--- config.mk ---
export PLATFORM = sky130hd
export DESIGN_NAME = gn2d_fade
export DESIGN_NICKNAME = d
export VERILOG_FILES = /design/src/hdl/gn2d_pkg.sv /design/src/hdl/gn2d_fade.sv
export SDC_FILE = /design/constraint.sdc
export NUM_CORES = 2
export LEC_CHECK = 0
export ABC_CLOCK_PERIOD_IN_PS = 19950
export CORE_MARGIN = 2
export CORE_UTILIZATION = 40
export DETAILED_ROUTE_END_ITERATION = 16
export DONT_BUFFER_PORTS = 1
export GPL_TIMING_DRIVEN = 0
export PLACE_DENSITY = 0.58
export REMOVE_ABC_BUFFERS = 1
export SLEW_MARGIN = 15
export SYNTH_ARGS = -nofsm -noshare
export SYNTH_HDL_FRONTEND = slang
export SYNTH_SLANG_ARGS = --single-unit
--- constraint.sdc ---
create_clock -name clk -period 19.95 [get_ports clk]
set_input_delay 2.9925 -clock clk [delete_from_list [all_inputs] [get_ports clk]]
set_output_delay 2.9925 -clock clk [all_outputs]
set_load 0.005 [all_outputs]
--- src/hdl/gn2d_pkg.sv ---
package gn2d_pkg;

  localparam int TABLE_SIZE_DEF = 256;
  localparam int FRAC_BITS_DEF  = 16;
  localparam int OUT_FRAC       = 14;

  localparam int COORD_W = 24;
  localparam int ENTRY_W = 8;
  localparam int HASH_W  = 3;
  localparam int NOISE_W = 16;
  localparam int LEVEL_W = 4;

  localparam logic ACT_LOAD = 1'b0;
  localparam logic ACT_EVAL = 1'b1;

  localparam int FADE_C6  = 6;
  localparam int FADE_C15 = 15;
  localparam int FADE_C10 = 10;

  localparam int NOISE_MAX   = 32767;
  localparam int NOISE_MIN   = -32768;
  localparam int LEVEL_SCALE = 9;
  localparam int LEVEL_MIN   = 1;
  localparam int LEVEL_MAX   = 10;

  typedef struct packed {
    logic signed [1:0] gx;
    logic signed [1:0] gy;
  } grad_t;

  localparam grad_t GRAD_DIR [0:7] = '{
    '{2'sb01, 2'sb01}, '{2'sb11, 2'sb01}, '{2'sb01, 2'sb11}, '{2'sb11, 2'sb11},
    '{2'sb01, 2'sb00}, '{2'sb11, 2'sb00}, '{2'sb00, 2'sb01}, '{2'sb00, 2'sb11}
  };

endpackage

--- src/hdl/gn2d_fade.sv ---
module gn2d_fade #(
  parameter int FRAC_BITS = gn2d_pkg::FRAC_BITS_DEF
) (
  input  logic                        clk,
  input  logic [FRAC_BITS-1:0]        t,
  output logic signed [FRAC_BITS+5:0] u
);

  localparam int W = FRAC_BITS + 6;
  localparam logic signed [W-1:0] ONE = {{(W-1){1'b0}}, 1'b1} <<< FRAC_BITS;
  localparam logic signed [W-1:0] C6  = W'(gn2d_pkg::FADE_C6);
  localparam logic signed [W-1:0] K15 = W'(gn2d_pkg::FADE_C15) * ONE;
  localparam logic signed [W-1:0] K10 = W'(gn2d_pkg::FADE_C10) * ONE;

  // 6t^5 - 15t^4 + 10t^3 in Horner form, one multiply per stage
  logic signed [W-1:0]   t_ext;
  logic signed [W-1:0]   r0_nxt, r1_nxt, r2_nxt, r3_nxt, u_nxt;
  logic signed [2*W-1:0] p1, p2, p3, p4;
  logic signed [W-1:0]   r0_r, r1_r, r2_r, r3_r, u_r;
  logic signed [W-1:0]   t1_r, t2_r, t3_r, t4_r;

  always_comb begin
    t_ext  = $signed({{(W-FRAC_BITS){1'b0}}, t});
    r0_nxt = t_ext * C6 - K15;
    p1     = t1_r * r0_r;
    r1_nxt = W'(p1 >>> FRAC_BITS) + K10;
    p2     = t2_r * r1_r;
    r2_nxt = W'(p2 >>> FRAC_BITS);
    p3     = t3_r * r2_r;
    r3_nxt = W'(p3 >>> FRAC_BITS);
    p4     = t4_r * r3_r;
    u_nxt  = W'(p4 >>> FRAC_BITS);
  end

  always_ff @(posedge clk) begin
    r0_r <= r0_nxt;
    t1_r <= t_ext;
    r1_r <= r1_nxt;
    t2_r <= t1_r;
    r2_r <= r2_nxt;
    t3_r <= t2_r;
    r3_r <= r3_nxt;
    t4_r <= t3_r;
    u_r  <= u_nxt;
  end

  assign u = u_r;

endmodule
==> flow_metrics.py <==
metrics = {
    "run_status": {
        "status": "complete, no violations",
    },
    "cells_and_area": {
        "synthToLayoutAreaGrowth_pct": 3.92,
        "layout.nets": 7286,
        "fin_cells": 7293,
        "nFillCells": 13000,
        "final_layout_size_suffix_gt1_share_pct": 1.12,
        "multi_input_area_sq_um": 41600,
        "seq_area_sq_um": 3410,
    },
    "placed_design": {
        "hpwl_mm": 91.7,
        "numPortBuffers": 0,
        "gp_congestion": 0.836,
        "post-place-ws_ps": 11570,
        "place_inst": 7260,
    },
    "cts": {
        "cts_num_sinks": 170,
        "cts_tree": "done",
        "cts_buffer_depth": 2,
        "ctsResizeCount": 0,
        "clockRootBuffer": "clkbuf_16",
        "cts_hold_buffers": 0,
        "cts_setup_buffers": 0,
        "clkTransAtPathRegs_ps": 80,
        "insertion_delay_ps": 530,
        "numCtsBuffers": 17,
        "htree_num_levels": 4,
    },
    "synthesis": {
        "synthArstFlopShare_pct": 0,
        "ys.warnings.count": 0,
        "yosysMostFrequentCell": "inv_1",
        "synth_area_sq_um": 52200,
        "synth_top_family_by_area": "adder cells",
        "syn-instance-count": 5726,
        "avgSynthCellArea_sq_um": 9.12,
        "yosysSeqAreaShare_pct": 6.52,
        "yosysTopAreaCell": "fa_1",
        "synth_compound_area_share_pct": 2.73,
        "ys_types": 60,
        "synth_ff_type": "dfxtp_1",
        "netlist_top_cells_area": "fa_1 52%, inv_1 12%, ha_1 9.3%",
        "synth_common_cells": "1712 x inv_1, 1346 x fa_1, 920 x nand2_1, 456 x and2_1, 386 x ha_1",
        "synth-xor-area-share_pct": 2.18,
        "yosys_register_bits": 170,
        "synthMuxAreaShare_pct": 0,
        "synth-edff-count": 0,
        "synth-simple-area-share_pct": 13.9,
        "synth_top_area_share_pct": 51.6,
        "synth_fa_ha_area_share_pct": 60.9,
    },
    "routing": {
        "drt_first_pass_iters": 8,
        "drc": 0,
        "wl_per_cell_um": 15.9,
        "via_count": 34500,
        "ant_nets": 0,
        "wl_mm": 116,
        "drtIter0Drc": 1778,
        "vias_per_cell": 4.73,
    },
    "worst_hold_path": {
        "min_path_cells": 0,
        "hold_class": "register to register",
    },
    "sta": {
        "period_minus_slack_ps": 7820,
        "rsz0062_at_grt": "no",
        "tns_ps": 0,
        "slew_headroom_pct": 17.5,
        "fin_skew_ps": 24.0,
        "whs_ps": 678,
        "fin_crit_sh_pct": 39.2,
        "worstMarginPinSlew_ps": 1240,
        "slew_viol_final": 0,
        "timing.final.hold_violations": 0,
        "worst_slack_ps": 12130,
        "finalSetupViolCount": 0,
        "max_freq_mhz": 128,
    },
    "floorplan": {
        "die_h_um": 365,
        "die_w_um": 365,
        "die_area_sq_um": 133000,
        "num_rows": 132,
        "io-pin-count": 39,
        "start_util_pct": 40.3,
        "core-area_sq_um": 129000,
    },
    "worst_setup_path": {
        "cp_slowest_stage_delay_ps": 1080,
        "end_kind": "register",
        "critPathKind": "register to register",
        "cp_top_family": "adder cells",
        "path_buf_inv": 4,
        "reg2reg_depth": 25,
        "slowest_stage": "dfxtp_1",
        "crit_fanout": 21,
        "arrival_ps": 8230,
        "worst_setup_path_start_kind": "register",
        "critPathMostFrequentCell": "fa_1",
        "path_depth": 25,
        "cp.required_ps": 20360,
    },
    "global_routing": {
        "grt_overflow": 0,
        "grt_start_max_net_pins": 29,
        "first_global_vias": 38500,
        "antenna_found_initial": 0,
        "grt_usage_pct": 18.8,
        "grt_pass1_wl_mm": 199,
    },
    "flow_run": {
        "cap_viol_max_count": 0,
    },
}
[sequential cells by signal, indices dropped and copies added (netlist names)]
| name | flops |
|---|---|
| r0_r | 18 |
| r3_r | 22 |
| r1_r | 22 |
| t3_r | 16 |
| t2_r | 16 |
| t4_r | 16 |
| t1_r | 16 |
| r2_r | 22 |
| u | 22 |
[cells in the final DEF (no fill, tap or decap), types with 37 or more instances in the layout]
cell,instances
dfxtp_1,161
and2_1,456
ha_1,386
a21o_1,37
nand2_1,920
fa_1,1346
xnor2_1,98
a21oi_1,64
inv_1,1712
nor2_1,72
[kinds of logic (layout without fill, tap and decap cells)]
group | count (synthesis) | in the layout
simple gates | 1562 | 1562
fa+ha+maj | 1732 | 1732
buf+inv | 1921 | 1745
flops | 170 | 170
xor+xnor | 130 | 130
compound gates | 211 | 211
other cells | 0 | 1
[through the flow]
step | utilization (%) | instance area, sq um
detailed placement | 41.4 | 53600
floorplan | - | 51400
finish | 41.9 | 54200
global route | 41.9 | 54200
CTS | 41.9 | 54200
global placement | 41.4 | 53600
[layer usage]
metal,track usage [%],wire length [um],up-vias
met2,31.7,55600,651
met4,3.98,2140,0
met3,2.01,4570,117
met1,26.3,53600,18000
met5,0,0,-
li1,-,-,15700
[cell type report]
| class | instances | share of cell area, % |
|---|---|---|
| antenna | 1 | 0.00461 |
| clock buffer | 18 | 0.810 |
| clock inverter | 14 | 0.357 |
| inverter | 1713 | 11.9 |
| multi-input combinational | 3635 | 76.7 |
| sequential | 170 | 6.29 |
| tap | 1742 | 4.02 |
[path summary, 6_finish.rpt]
kind,from,endpoint,slack (ps)
worst min-delay path,t2_r[12],t3_r[12],680
worst max register to register,t1_r[3],r1_r[21],12130
worst max-delay path,t1_r[3],r1_r[21],12130
worst min register to register,t2_r[12],t3_r[12],680
Power is left out: the tool's default activity adds up to more than one toggle a clock period on the data nets, which glitch-free logic cannot reach.
